File: src/rtl/core/epvs_pkg.sv
package epvs_pkg;

    // Most pions that enter the vector sum of one event.
    localparam int unsigned MAX_PIONS    = 16;
    localparam int unsigned CORDIC_STEPS = 16;
    localparam int unsigned STEP_W       = $clog2(CORDIC_STEPS);
    localparam int unsigned CNT_W        = 8;

    // Datapath widths of the shared CORDIC unit.
    localparam int unsigned XW = 27;
    localparam int unsigned ZW = 27;

    localparam logic signed [17:0] DEG180_Q7 = 18'sd23040;
    localparam logic signed [17:0] DEG90_Q7  = 18'sd11520;
    localparam logic signed [17:0] DEG360_Q7 = 18'sd46080;
    localparam logic signed [ZW-1:0] DEG180_Z = ZW'(23040 * 512);
    localparam logic [15:0] GAIN_COMP = 16'd39797;

    localparam logic signed [23:0] ACC_MAX = 24'sh7FFFFF;
    localparam logic signed [23:0] ACC_MIN = 24'sh800000;

    typedef enum logic
    {
        CORDIC_VECTOR = 1'b0,
        CORDIC_ROTATE = 1'b1
    } cordic_mode_t;

    typedef struct packed
    {
        logic         start;
        cordic_mode_t mode;
    } cordic_ctrl_t;

    typedef struct packed
    {
        logic busy;
        logic done;
    } cordic_stat_t;

    // atan(2^-i) in degrees scaled by 2^16.
    function automatic logic signed [ZW-1:0] atan_deg16(input logic [STEP_W-1:0] i);
        logic signed [ZW-1:0] r;
        unique case (i)
            4'd0:    r = ZW'(2949120);
            4'd1:    r = ZW'(1740967);
            4'd2:    r = ZW'(919879);
            4'd3:    r = ZW'(466945);
            4'd4:    r = ZW'(234379);
            4'd5:    r = ZW'(117304);
            4'd6:    r = ZW'(58666);
            4'd7:    r = ZW'(29335);
            4'd8:    r = ZW'(14668);
            4'd9:    r = ZW'(7334);
            4'd10:   r = ZW'(3667);
            4'd11:   r = ZW'(1833);
            4'd12:   r = ZW'(917);
            4'd13:   r = ZW'(458);
            4'd14:   r = ZW'(229);
            default: r = ZW'(115);
        endcase
        return r;
    endfunction

endpackage

File: src/rtl/core/epvs_in_if.sv
interface epvs_in_if;
    logic               valid;
    logic               ready;
    logic               func;
    logic [31:0]        event_number;
    logic signed [31:0] gen_code;
    logic signed [31:0] det_code;
    logic [15:0]        zh_in;
    logic [19:0]        pt2_in;
    logic signed [15:0] phi_in;

    modport source (output valid, func, event_number, gen_code, det_code, zh_in, pt2_in,
                    phi_in, input ready);
    modport sink (input valid, func, event_number, gen_code, det_code, zh_in, pt2_in,
                  phi_in, output ready);
endinterface

File: src/rtl/core/epvs_out_if.sv
interface epvs_out_if;
    logic               valid;
    logic               ready;
    logic [31:0]        event_out;
    logic [7:0]         gen_count;
    logic [7:0]         det_count;
    logic [19:0]        zh_sum;
    logic [27:0]        pt2_sum;
    logic signed [16:0] phi_sum;
    logic               overflow;

    modport source (output valid, event_out, gen_count, det_count, zh_sum, pt2_sum,
                    phi_sum, overflow, input ready);
    modport sink (input valid, event_out, gen_count, det_count, zh_sum, pt2_sum,
                  phi_sum, overflow, output ready);
endinterface

File: src/rtl/core/event_pion_vector_sum.sv
// Groups consecutive particle requests by event number and closes an event with one result
// when the event number changes or a flush request arrives. A request is taken only while the
// block is idle. A flush with no open event returns straight to idle. A record that is not a
// summed pion passes through the accept and the update steps. A summed generated pion passes
// through accept, update, an 18-step square root, one gain multiply, 16 CORDIC rotation steps
// and the accumulate step. Closing an event squares x and then y, runs 16 CORDIC vectoring
// steps and hands over into the output register, waiting while the previous result has not
// yet been taken. One CORDIC unit serves both rotation and vectoring.
module event_pion_vector_sum
    import epvs_pkg::*;
(
    input  logic        clk,
    input  logic        rst_n,
    input  logic        cfg_we,
    input  logic [31:0] cfg_data,
    epvs_in_if.sink     req,
    epvs_out_if.source  res
);

    typedef enum logic [9:0]
    {
        S_IDLE = 10'b0000000001,
        S_SQR  = 10'b0000000010,
        S_SQR2 = 10'b0000000100,
        S_VEC  = 10'b0000001000,
        S_EMIT = 10'b0000010000,
        S_UPD  = 10'b0000100000,
        S_SQRT = 10'b0001000000,
        S_GAIN = 10'b0010000000,
        S_ROT  = 10'b0100000000,
        S_ACC  = 10'b1000000000
    } state_t;

    state_t state_reg, state_next;

    logic [31:0] pion_code_reg;

    // Latched request.
    logic               func_reg;
    logic [31:0]        ev_reg;
    logic               gen_hit_reg, det_hit_reg;
    logic [15:0]        zh_reg;
    logic [19:0]        pt2_reg;
    logic signed [15:0] phi_reg;

    // Event state.
    logic               event_open_reg;
    logic [31:0]        current_event_reg;
    logic [CNT_W-1:0]   gen_counter_reg, det_counter_reg;
    logic [19:0]        zh_accum_reg;
    logic signed [23:0] x_accum_reg, y_accum_reg;
    logic               overflow_flag_reg;

    // Closing datapath.
    logic [47:0]          sq_reg;
    logic                 zero_vec_reg;
    logic signed [ZW-1:0] base_reg;

    // Square root datapath.
    logic [35:0] rem_reg;
    logic [36:0] root_reg;
    logic [4:0]  sqrt_k_reg;

    logic                 flip_reg;
    logic                 out_valid_reg;
    logic [31:0]          event_out_reg;
    logic [7:0]           gen_count_reg, det_count_reg;
    logic [19:0]          zh_sum_reg;
    logic [27:0]          pt2_sum_reg;
    logic signed [16:0]   phi_sum_reg;
    logic                 overflow_out_reg;

    cordic_ctrl_t         cctrl;
    cordic_stat_t         cstat;
    logic signed [XW-1:0] c_x_in, c_y_in, c_x, c_y;
    logic signed [ZW-1:0] c_z_in, c_z;

    epvs_cordic u_cordic
    (
        .clk   (clk),
        .rst_n (rst_n),
        .ctrl  (cctrl),
        .x_in  (c_x_in),
        .y_in  (c_y_in),
        .z_in  (c_z_in),
        .x     (c_x),
        .y     (c_y),
        .z     (c_z),
        .stat  (cstat)
    );

    logic accept;
    logic out_free;
    assign accept   = req.valid && req.ready;
    assign out_free = !out_valid_reg || res.ready;
    assign req.ready = (state_reg == S_IDLE);

    // Squaring for the length of the vector sum: x in S_SQR, y in S_SQR2.
    logic signed [23:0] sq_op;
    logic signed [47:0] sq_prod;
    assign sq_op   = (state_reg == S_SQR) ? x_accum_reg : y_accum_reg;
    assign sq_prod = sq_op * sq_op;

    // Vectoring start: a vector in the left half-plane is turned by 180 degrees first.
    logic signed [XW-1:0] vx_ext, vy_ext;
    logic                 vneg;
    assign vx_ext = XW'(x_accum_reg);
    assign vy_ext = XW'(y_accum_reg);
    assign vneg   = x_accum_reg[23];

    // Rotation angle: phi plus 180 degrees, wrapped, folded into the right half-plane.
    logic signed [17:0] ang_raw, ang_wrap, ang_fold;
    logic               ang_flip;
    always_comb
    begin
        ang_raw  = 18'(phi_reg) + DEG180_Q7;
        ang_wrap = (ang_raw >= DEG180_Q7) ? ang_raw - DEG360_Q7 : ang_raw;
        ang_flip = 1'b0;
        ang_fold = ang_wrap;
        if (ang_wrap > DEG90_Q7)
        begin
            ang_fold = ang_wrap - DEG180_Q7;
            ang_flip = 1'b1;
        end
        else if (ang_wrap < -DEG90_Q7)
        begin
            ang_fold = ang_wrap + DEG180_Q7;
            ang_flip = 1'b1;
        end
    end

    // Gain-compensated magnitude for the rotation.
    logic [33:0] gain_prod;
    assign gain_prod = root_reg[17:0] * GAIN_COMP;

    always_comb
    begin
        cctrl.start = 1'b0;
        cctrl.mode  = CORDIC_VECTOR;
        c_x_in      = vneg ? -vx_ext : vx_ext;
        c_y_in      = vneg ? -vy_ext : vy_ext;
        c_z_in      = '0;
        if (state_reg == S_SQR2)
        begin
            cctrl.start = 1'b1;
        end
        else if (state_reg == S_GAIN)
        begin
            cctrl.start = 1'b1;
            cctrl.mode  = CORDIC_ROTATE;
            c_x_in      = XW'(gain_prod[33:16]);
            c_y_in      = '0;
            c_z_in      = ZW'(ang_fold) <<< 9;
        end
    end

    // Square root step: trial subtraction of root plus the current bit.
    logic [36:0] sqrt_bit, sqrt_trial;
    assign sqrt_bit   = 37'd1 << {sqrt_k_reg, 1'b0};
    assign sqrt_trial = root_reg + sqrt_bit;

    // Closing angle, rounded to Q7 and clamped to a half turn.
    logic signed [ZW:0]  ang_sum;
    logic signed [17:0]  ang_q7, ang_clamp;
    always_comb
    begin
        ang_sum = (ZW+1)'(base_reg) + (ZW+1)'(c_z) + (ZW+1)'(256);
        ang_q7  = 18'(ang_sum >>> 9);
        if (zero_vec_reg)
        begin
            ang_clamp = '0;
        end
        else if (ang_q7 > DEG180_Q7)
        begin
            ang_clamp = DEG180_Q7;
        end
        else if (ang_q7 < -DEG180_Q7)
        begin
            ang_clamp = -DEG180_Q7;
        end
        else
        begin
            ang_clamp = ang_q7;
        end
    end

    logic [31:0] len_q16;
    assign len_q16 = sq_reg[47:16];

    // Accumulation of a rotated pion with saturation.
    logic signed [XW-1:0] rx, ry;
    logic signed [XW:0]   sx, sy;
    assign rx = flip_reg ? -c_x : c_x;
    assign ry = flip_reg ? -c_y : c_y;
    assign sx = (XW+1)'(x_accum_reg) + (XW+1)'(rx);
    assign sy = (XW+1)'(y_accum_reg) + (XW+1)'(ry);

    function automatic logic signed [23:0] sat24(input logic signed [XW:0] v);
        logic signed [23:0] r;
        if (v > (XW+1)'(ACC_MAX))
        begin
            r = ACC_MAX;
        end
        else if (v < (XW+1)'(ACC_MIN))
        begin
            r = ACC_MIN;
        end
        else
        begin
            r = 24'(v);
        end
        return r;
    endfunction

    logic [20:0] zh_add;
    assign zh_add = 21'(zh_accum_reg) + 21'(zh_reg);

    always_comb
    begin
        state_next = state_reg;
        unique case (state_reg)
            S_IDLE:
            begin
                if (accept)
                begin
                    if (req.func)
                    begin
                        state_next = event_open_reg ? S_SQR : S_IDLE;
                    end
                    else if (event_open_reg && (req.event_number != current_event_reg))
                    begin
                        state_next = S_SQR;
                    end
                    else
                    begin
                        state_next = S_UPD;
                    end
                end
            end
            S_SQR:  state_next = S_SQR2;
            S_SQR2: state_next = S_VEC;
            S_VEC:  state_next = cstat.done ? S_EMIT : S_VEC;
            S_EMIT:
            begin
                if (out_free)
                begin
                    state_next = func_reg ? S_IDLE : S_UPD;
                end
            end
            S_UPD:
            begin
                if (gen_hit_reg && (gen_counter_reg < CNT_W'(MAX_PIONS)))
                begin
                    state_next = S_SQRT;
                end
                else
                begin
                    state_next = S_IDLE;
                end
            end
            S_SQRT: state_next = (sqrt_k_reg == '0) ? S_GAIN : S_SQRT;
            S_GAIN: state_next = S_ROT;
            S_ROT:  state_next = cstat.done ? S_ACC : S_ROT;
            S_ACC:  state_next = S_IDLE;
            default: state_next = S_IDLE;
        endcase
    end

    always_ff @(posedge clk or negedge rst_n)
    begin
        if (!rst_n)
        begin
            state_reg         <= S_IDLE;
            pion_code_reg     <= 32'd211;
            event_open_reg    <= 1'b0;
            current_event_reg <= '0;
            gen_counter_reg   <= '0;
            det_counter_reg   <= '0;
            zh_accum_reg      <= '0;
            x_accum_reg       <= '0;
            y_accum_reg       <= '0;
            overflow_flag_reg <= 1'b0;
            out_valid_reg     <= 1'b0;
        end
        else
        begin
            state_reg <= state_next;
            if (cfg_we)
            begin
                pion_code_reg <= cfg_data;
            end
            // A new result loaded in the same cycle keeps the valid flag set.
            if (res.valid && res.ready && !((state_reg == S_EMIT) && out_free))
            begin
                out_valid_reg <= 1'b0;
            end
            unique case (state_reg)
                S_EMIT:
                begin
                    if (out_free)
                    begin
                        out_valid_reg     <= 1'b1;
                        gen_counter_reg   <= '0;
                        det_counter_reg   <= '0;
                        zh_accum_reg      <= '0;
                        x_accum_reg       <= '0;
                        y_accum_reg       <= '0;
                        overflow_flag_reg <= 1'b0;
                        if (func_reg)
                        begin
                            event_open_reg <= 1'b0;
                        end
                    end
                end
                S_UPD:
                begin
                    event_open_reg    <= 1'b1;
                    current_event_reg <= ev_reg;
                    if (det_hit_reg && (det_counter_reg != '1))
                    begin
                        det_counter_reg <= det_counter_reg + 1'b1;
                    end
                    if (gen_hit_reg)
                    begin
                        if (gen_counter_reg != '1)
                        begin
                            gen_counter_reg <= gen_counter_reg + 1'b1;
                        end
                        if (gen_counter_reg < CNT_W'(MAX_PIONS))
                        begin
                            zh_accum_reg <= zh_add[20] ? 20'hFFFFF : zh_add[19:0];
                        end
                        else
                        begin
                            overflow_flag_reg <= 1'b1;
                        end
                    end
                end
                S_ACC:
                begin
                    x_accum_reg <= sat24(sx);
                    y_accum_reg <= sat24(sy);
                end
                default:
                begin
                end
            endcase
        end
    end

    // Payload registers.
    always_ff @(posedge clk)
    begin
        if (accept)
        begin
            func_reg    <= req.func;
            ev_reg      <= req.event_number;
            gen_hit_reg <= (req.gen_code == pion_code_reg);
            det_hit_reg <= (req.det_code == pion_code_reg);
            zh_reg      <= req.zh_in;
            pt2_reg     <= req.pt2_in;
            phi_reg     <= req.phi_in;
        end
        if (state_reg == S_SQR)
        begin
            sq_reg <= 48'(sq_prod);
        end
        if (state_reg == S_SQR2)
        begin
            sq_reg       <= sq_reg + 48'(sq_prod);
            zero_vec_reg <= (x_accum_reg == '0) && (y_accum_reg == '0);
            base_reg     <= !vneg ? '0 : (y_accum_reg[23] ? -DEG180_Z : DEG180_Z);
        end
        if (state_reg == S_UPD)
        begin
            rem_reg    <= {pt2_reg, 16'd0};
            root_reg   <= '0;
            sqrt_k_reg <= 5'd17;
        end
        if (state_reg == S_SQRT)
        begin
            if (37'(rem_reg) >= sqrt_trial)
            begin
                rem_reg  <= 36'(37'(rem_reg) - sqrt_trial);
                root_reg <= (root_reg >> 1) + sqrt_bit;
            end
            else
            begin
                root_reg <= root_reg >> 1;
            end
            sqrt_k_reg <= sqrt_k_reg - 1'b1;
        end
        if (state_reg == S_GAIN)
        begin
            flip_reg <= ang_flip;
        end
        if ((state_reg == S_EMIT) && out_free)
        begin
            event_out_reg    <= current_event_reg;
            gen_count_reg    <= gen_counter_reg;
            det_count_reg    <= det_counter_reg;
            zh_sum_reg       <= zh_accum_reg;
            pt2_sum_reg      <= (len_q16[31:28] != '0) ? 28'hFFFFFFF : len_q16[27:0];
            phi_sum_reg      <= 17'(ang_clamp - DEG180_Q7);
            overflow_out_reg <= overflow_flag_reg;
        end
    end

    assign res.valid     = out_valid_reg;
    assign res.event_out = event_out_reg;
    assign res.gen_count = gen_count_reg;
    assign res.det_count = det_count_reg;
    assign res.zh_sum    = zh_sum_reg;
    assign res.pt2_sum   = pt2_sum_reg;
    assign res.phi_sum   = phi_sum_reg;
    assign res.overflow  = overflow_out_reg;

    // Pions are left out of the sum only once the summing limit has been passed.
    assert property (@(posedge clk) disable iff (!rst_n)
        overflow_flag_reg |-> (gen_counter_reg > CNT_W'(MAX_PIONS)))
        else $error("overflow flag set below the pion limit");

    // The CORDIC unit only runs while the sequencer waits for it.
    assert property (@(posedge clk) disable iff (!rst_n)
        cstat.busy |-> ((state_reg == S_VEC) || (state_reg == S_ROT)))
        else $error("CORDIC busy outside its wait states");

    // With no open event all event accumulators are empty.
    assert property (@(posedge clk) disable iff (!rst_n)
        !event_open_reg |-> ((gen_counter_reg == '0) && (det_counter_reg == '0)
                             && (zh_accum_reg == '0) && (x_accum_reg == '0)
                             && (y_accum_reg == '0)))
        else $error("accumulators not clear while no event is open");

endmodule

File: src/rtl/core/epvs_cordic.sv
// Iterative CORDIC: one micro-rotation a cycle, rotation or vectoring mode.
module epvs_cordic
    import epvs_pkg::*;
(
    input  logic                 clk,
    input  logic                 rst_n,
    input  cordic_ctrl_t         ctrl,
    input  logic signed [XW-1:0] x_in,
    input  logic signed [XW-1:0] y_in,
    input  logic signed [ZW-1:0] z_in,
    output logic signed [XW-1:0] x,
    output logic signed [XW-1:0] y,
    output logic signed [ZW-1:0] z,
    output cordic_stat_t         stat
);

    logic signed [XW-1:0] x_reg, y_reg;
    logic signed [ZW-1:0] z_reg;
    logic [STEP_W-1:0]    step_reg;
    logic                 busy_reg;
    cordic_mode_t         mode_reg;
    logic signed [XW-1:0] xs, ys;
    logic                 dir_pos;

    assign xs = x_reg >>> step_reg;
    assign ys = y_reg >>> step_reg;
    // Positive direction turns the vector anticlockwise and lowers z.
    assign dir_pos = (mode_reg == CORDIC_ROTATE) ? !z_reg[ZW-1] : y_reg[XW-1];

    always_ff @(posedge clk or negedge rst_n)
    begin
        if (!rst_n)
        begin
            busy_reg <= 1'b0;
            step_reg <= '0;
            mode_reg <= CORDIC_VECTOR;
        end
        else if (ctrl.start)
        begin
            busy_reg <= 1'b1;
            step_reg <= '0;
            mode_reg <= ctrl.mode;
        end
        else if (busy_reg)
        begin
            step_reg <= step_reg + 1'b1;
            if (step_reg == STEP_W'(CORDIC_STEPS - 1))
            begin
                busy_reg <= 1'b0;
            end
        end
    end

    always_ff @(posedge clk)
    begin
        if (ctrl.start)
        begin
            x_reg <= x_in;
            y_reg <= y_in;
            z_reg <= z_in;
        end
        else if (busy_reg)
        begin
            if (dir_pos)
            begin
                x_reg <= x_reg - ys;
                y_reg <= y_reg + xs;
                z_reg <= z_reg - atan_deg16(step_reg);
            end
            else
            begin
                x_reg <= x_reg + ys;
                y_reg <= y_reg - xs;
                z_reg <= z_reg + atan_deg16(step_reg);
            end
        end
    end

    assign x         = x_reg;
    assign y         = y_reg;
    assign z         = z_reg;
    assign stat.busy = busy_reg;
    assign stat.done = busy_reg && (step_reg == STEP_W'(CORDIC_STEPS - 1));

endmodule
File: src/flat_wrapper.sv
// flat-port wrapper written by rule: the top's interface ports become plain ports
module event_pion_vector_sum_flat import epvs_pkg::*;
  (clk, rst_n, cfg_we, cfg_data, req_valid, req_func, req_event_number, req_gen_code, req_det_code, req_zh_in, req_pt2_in, req_phi_in, req_ready, res_valid, res_event_out, res_gen_count, res_det_count, res_zh_sum, res_pt2_sum, res_phi_sum, res_overflow, res_ready);
  epvs_in_if req_i ();
  epvs_out_if res_i ();
  input  logic clk;
  input  logic rst_n;
  input  logic cfg_we;
  input  logic [31:0] cfg_data;
  input wire logic [$bits(req_i.valid)-1:0] req_valid;
  input wire logic [$bits(req_i.func)-1:0] req_func;
  input wire logic [$bits(req_i.event_number)-1:0] req_event_number;
  input wire logic [$bits(req_i.gen_code)-1:0] req_gen_code;
  input wire logic [$bits(req_i.det_code)-1:0] req_det_code;
  input wire logic [$bits(req_i.zh_in)-1:0] req_zh_in;
  input wire logic [$bits(req_i.pt2_in)-1:0] req_pt2_in;
  input wire logic [$bits(req_i.phi_in)-1:0] req_phi_in;
  output wire logic [$bits(req_i.ready)-1:0] req_ready;
  output wire logic [$bits(res_i.valid)-1:0] res_valid;
  output wire logic [$bits(res_i.event_out)-1:0] res_event_out;
  output wire logic [$bits(res_i.gen_count)-1:0] res_gen_count;
  output wire logic [$bits(res_i.det_count)-1:0] res_det_count;
  output wire logic [$bits(res_i.zh_sum)-1:0] res_zh_sum;
  output wire logic [$bits(res_i.pt2_sum)-1:0] res_pt2_sum;
  output wire logic [$bits(res_i.phi_sum)-1:0] res_phi_sum;
  output wire logic [$bits(res_i.overflow)-1:0] res_overflow;
  input wire logic [$bits(res_i.ready)-1:0] res_ready;
  assign req_i.valid = req_valid;
  assign req_i.func = req_func;
  assign req_i.event_number = req_event_number;
  assign req_i.gen_code = req_gen_code;
  assign req_i.det_code = req_det_code;
  assign req_i.zh_in = req_zh_in;
  assign req_i.pt2_in = req_pt2_in;
  assign req_i.phi_in = req_phi_in;
  assign req_ready = req_i.ready;
  assign res_valid = res_i.valid;
  assign res_event_out = res_i.event_out;
  assign res_gen_count = res_i.gen_count;
  assign res_det_count = res_i.det_count;
  assign res_zh_sum = res_i.zh_sum;
  assign res_pt2_sum = res_i.pt2_sum;
  assign res_phi_sum = res_i.phi_sum;
  assign res_overflow = res_i.overflow;
  assign res_i.ready = res_ready;
  event_pion_vector_sum u_core (.clk(clk), .rst_n(rst_n), .cfg_we(cfg_we), .cfg_data(cfg_data), .req(req_i), .res(res_i));
endmodule
File: config.mk
export PLATFORM = sky130hd
export DESIGN_NAME = event_pion_vector_sum_flat
export DESIGN_NICKNAME = d
export VERILOG_FILES = /design/src/rtl/core/epvs_pkg.sv /design/src/rtl/core/epvs_in_if.sv /design/src/rtl/core/epvs_out_if.sv /design/src/rtl/core/event_pion_vector_sum.sv /design/src/rtl/core/epvs_cordic.sv /design/src/flat_wrapper.sv
export SDC_FILE = /design/constraint.sdc
export NUM_CORES = 2
export LEC_CHECK = 0
export ABC_AREA = 1
export BUFFER_PORTS_ARGS = -buffer_cell sky130_fd_sc_hd__buf_2
export CAP_MARGIN = 20
export CORE_AREA = 2 2 335 337
export DETAILED_ROUTE_END_ITERATION = 7
export DIE_AREA = 0 0 337 339
export PLACE_DENSITY_LB_ADDON = 0.12
export SYNTH_ARGS = -nofsm -noshare
export SYNTH_HDL_FRONTEND = slang
export SYNTH_SLANG_ARGS = --single-unit
File: constraint.sdc
create_clock -name clk -period 12.75 [get_ports clk]
set_input_delay 0 -clock clk [delete_from_list [all_inputs] [get_ports clk]]
set_output_delay 0 -clock clk [all_outputs]
set_load 0.02 [all_outputs]
==> reports/results.ini <==
[outcome]
status = finished, violations left
violations = DRC

[worst_setup_path]
worst-path-max-fanout = 26
critical_path_buf_inv_count = 12
slowest_delay_ns = 0.66
crit_path_end_kind = flip-flop
slowest_stage = clkinvlp_4
crit_family = adder cells
cp_data_required_time_ns = 13.14
cp_num_cells = 44
critPathKind = flip-flop to flip-flop
arrival_ns = 12.39
startpoint_type = flip-flop
timing.critical_path.mode_cell = inv_1
reg2reg_depth = 44

[sta]
fin_ws_ns = 0.7489
maxSlewViolCount = 0
post-route-period-util = 0.9413
clock_skew_ns = 0.09025
fin_tns_setup_ns = 0
setup_viol = 0
rsz0062_at_grt = false
period_needed_ns = 12.00
worstMarginPinSlew_ns = 1.170
hold_viol = 0
timing.fmax_mhz = 83.33
slew_headroom = 0.2198

[grt]
grt_pass1_vias = 67550
grtUsageTotal = 0.4249
grtUsageMet2 = 0.6641
gr-total-overflow = 0
grt_max_degree = 93
gr-usage-met1 = 0.5402
busiest_layer = met2
grt_use_met3 = 0.1085
antenna_found_initial = 36
grt_pass1_wl_um = 374300

[cts]
clock_path_buffers = 3
htree_levels = 3
cts_tree = built
path_clk_slew_ns = 0.06
cts_setup_buffers = 0
cts_buffers = 72
cts_sinks = 580
cts_root_buf = clkbuf_16
clock_latency_ns = 0.70

[logic_synthesis]
synth_seq_cells = 580
async_flop_share = 0.2879
yosysWarnings = 0
synth_top_area_frac = 0.1916
yosys.area.top_type = fa_1
synth.most_common_cell = nand2_1
syn_nets = 10540
synth_edf_count = 377
ys_seq_area_frac = 0.2271
netlist_top_cells_area = fa_1, edfxtp_1, ha_1
syn_avg_cell_area_um2 = 7.863
synth.cells.most_frequent = nand2_1, inv_1, nor2_1
syn_area_um2 = 71460
synth-main-ff-cell = edfxtp_1
synth_cell_types = 82
synthCells = 9088

[die]
io_pins = 302
die_x_um = 337
core_um2 = 110400
initial_utilization = 0.6475
std_cell_rows = 122
die_h_um = 339
die_area_um2 = 114200

[route]
ant_nets = 0
drt_iter0_markers = 8128
vias = 68060
drc = 685
wirelength_um = 249400
vias_per_cell = 6.123
drt_first_pass_iters = 8
routedWlPerCell_um = 22.44

[cells_and_area]
final_net_count = 10970
syn_to_final_growth_pct = 10.63
drive_gt1_frac = 0.07012
nFillCells = 8530
largest_register_ffs = 48

[pwr]
max-vdd-ir-drop_uv = 471.0
leakagePower_nw = 39.04
powerDensity_nw_per_um2 = 268.2

[worst_hold_path]
hp-class = primary input to flip-flop
holdPathStages = 2

[placed_design]
numPortBuffers = 301
dpl.hpwl_um = 181400
dp_slack_ns = 0.9335
gp_congestion = 1.034

[flow_run]
drv_cap = 0

timing repair:
action	4_1_cts	5_1_grt
endpoints found under the setup margin	0	3
gates resized for setup	0	3
hold buffers	181	0
endpoints found under the hold margin	233	0
final cells by class:
type                            count  area, um^2  area share
Clock inverter                     43       601.8    0.007613
Timing Repair inverter              1       5.005  0.00006331
Sequential cell                   580       16230      0.2053
Tap cell                         1488        1862     0.02355
Multi-Input combinational cell   6692       48320      0.6112
Timing Repair Buffer              555        3887     0.04917
Clock buffer                       90        1941     0.02455
Inverter                         1622        6098     0.07714
Antenna cell                       44       110.1    0.001393
stage by stage:
stage	cells	power, mW	util	hold WS [ns]	area, um^2
detailed placement	10750	18.02	0.6755	0.1781	74550
floorplan	9088	14.31	-	-0.2956	71460
global placement	10750	17.69	0.6755	0.1730	74550
finish	11120	21.20	0.7163	0.02407	79060
global route	11100	22.90	0.7159	0.02178	79010
CTS	11070	20.45	0.7149	0.000001998	78900
cell usage in the layout, fill, tap and decap left out, drive strengths merged, types with 17 or more instances in the layout:
cell / netlist / layout
o31ai: 21 / 21
nand3: 429 / 429
o21a: 26 / 26
mux2: 17 / 17
edfxtp: 377 / 377
buf: 88 / 373
xor2: 306 / 306
xnor2: 165 / 165
or2: 48 / 48
o211ai: 27 / 27
a21oi: 590 / 590
a211oi: 23 / 23
dfxtp: 36 / 36
nor3: 96 / 96
fa: 684 / 684
mux2i: 20 / 20
nand4: 85 / 85
a31oi: 44 / 44
nor2: 817 / 817
nand2: 1823 / 1823
dlygate4sd3: 0 / 181
diode: 0 / 44
o22ai: 22 / 22
dfrtp: 161 / 161
o21bai: 19 / 19
nor4: 59 / 59
clkinv: 9 / 35
clkbuf: 106 / 91
ha: 579 / 579
a21o: 44 / 44
nand3b: 17 / 17
o21ai: 631 / 631
inv: 1613 / 1614
final timing paths:
kind | start | endpoint | slack, ns
min in group asynchronous | rst_n | u_core.u_cordic.busy_reg | 0.56
max reg2reg | u_core.state_reg[7] | u_core.sq_reg[44] | 0.75
max | u_core.state_reg[7] | u_core.sq_reg[44] | 0.75
min reg2reg | u_core.current_event_reg[22] | u_core.res.event_out[22] | 0.45
max in group asynchronous | rst_n | u_core.pion_code_reg[6] | 10.77
min | req_phi_in[6] | u_core.phi_reg[6] | 0.02
routing by layer:
| metal | vias up | wire length, um |
|---|---|---|
| li1 | 30310 | - |
| met1 | 32110 | 91930 |
| met2 | 4459 | 110000 |
| met3 | 1156 | 30480 |
| met4 | 20 | 16840 |
| met5 | - | 184 |
cell families (layout without fill, tap and decap cells):
logic type / Yosys count / count (layout) / synth area share
buffers and inverters: 1816 / 2311 / 0.09791
other: 0 / 44 / 0
muxes: 37 / 37 / 0.005480
and+or+nand+nor: 3394 / 3394 / 0.1992
adders and majority gates: 1263 / 1263 / 0.2930
xor gates and xnor gates: 471 / 471 / 0.05810
AOI/OAI and AO/OA: 1527 / 1527 / 0.1192
DFF: 580 / 580 / 0.2271
power by group:
group | total [mW] | internal, mW | switching (mW)
registers | 3.40 | 2.88 | 0.524
logic | 15.5 | 5.40 | 10.1
clock network | 2.27 | 1.29 | 0.982
total | 21.2 | 9.57 | 11.6
No activity file was read; power rests on OpenSTA's default activity.
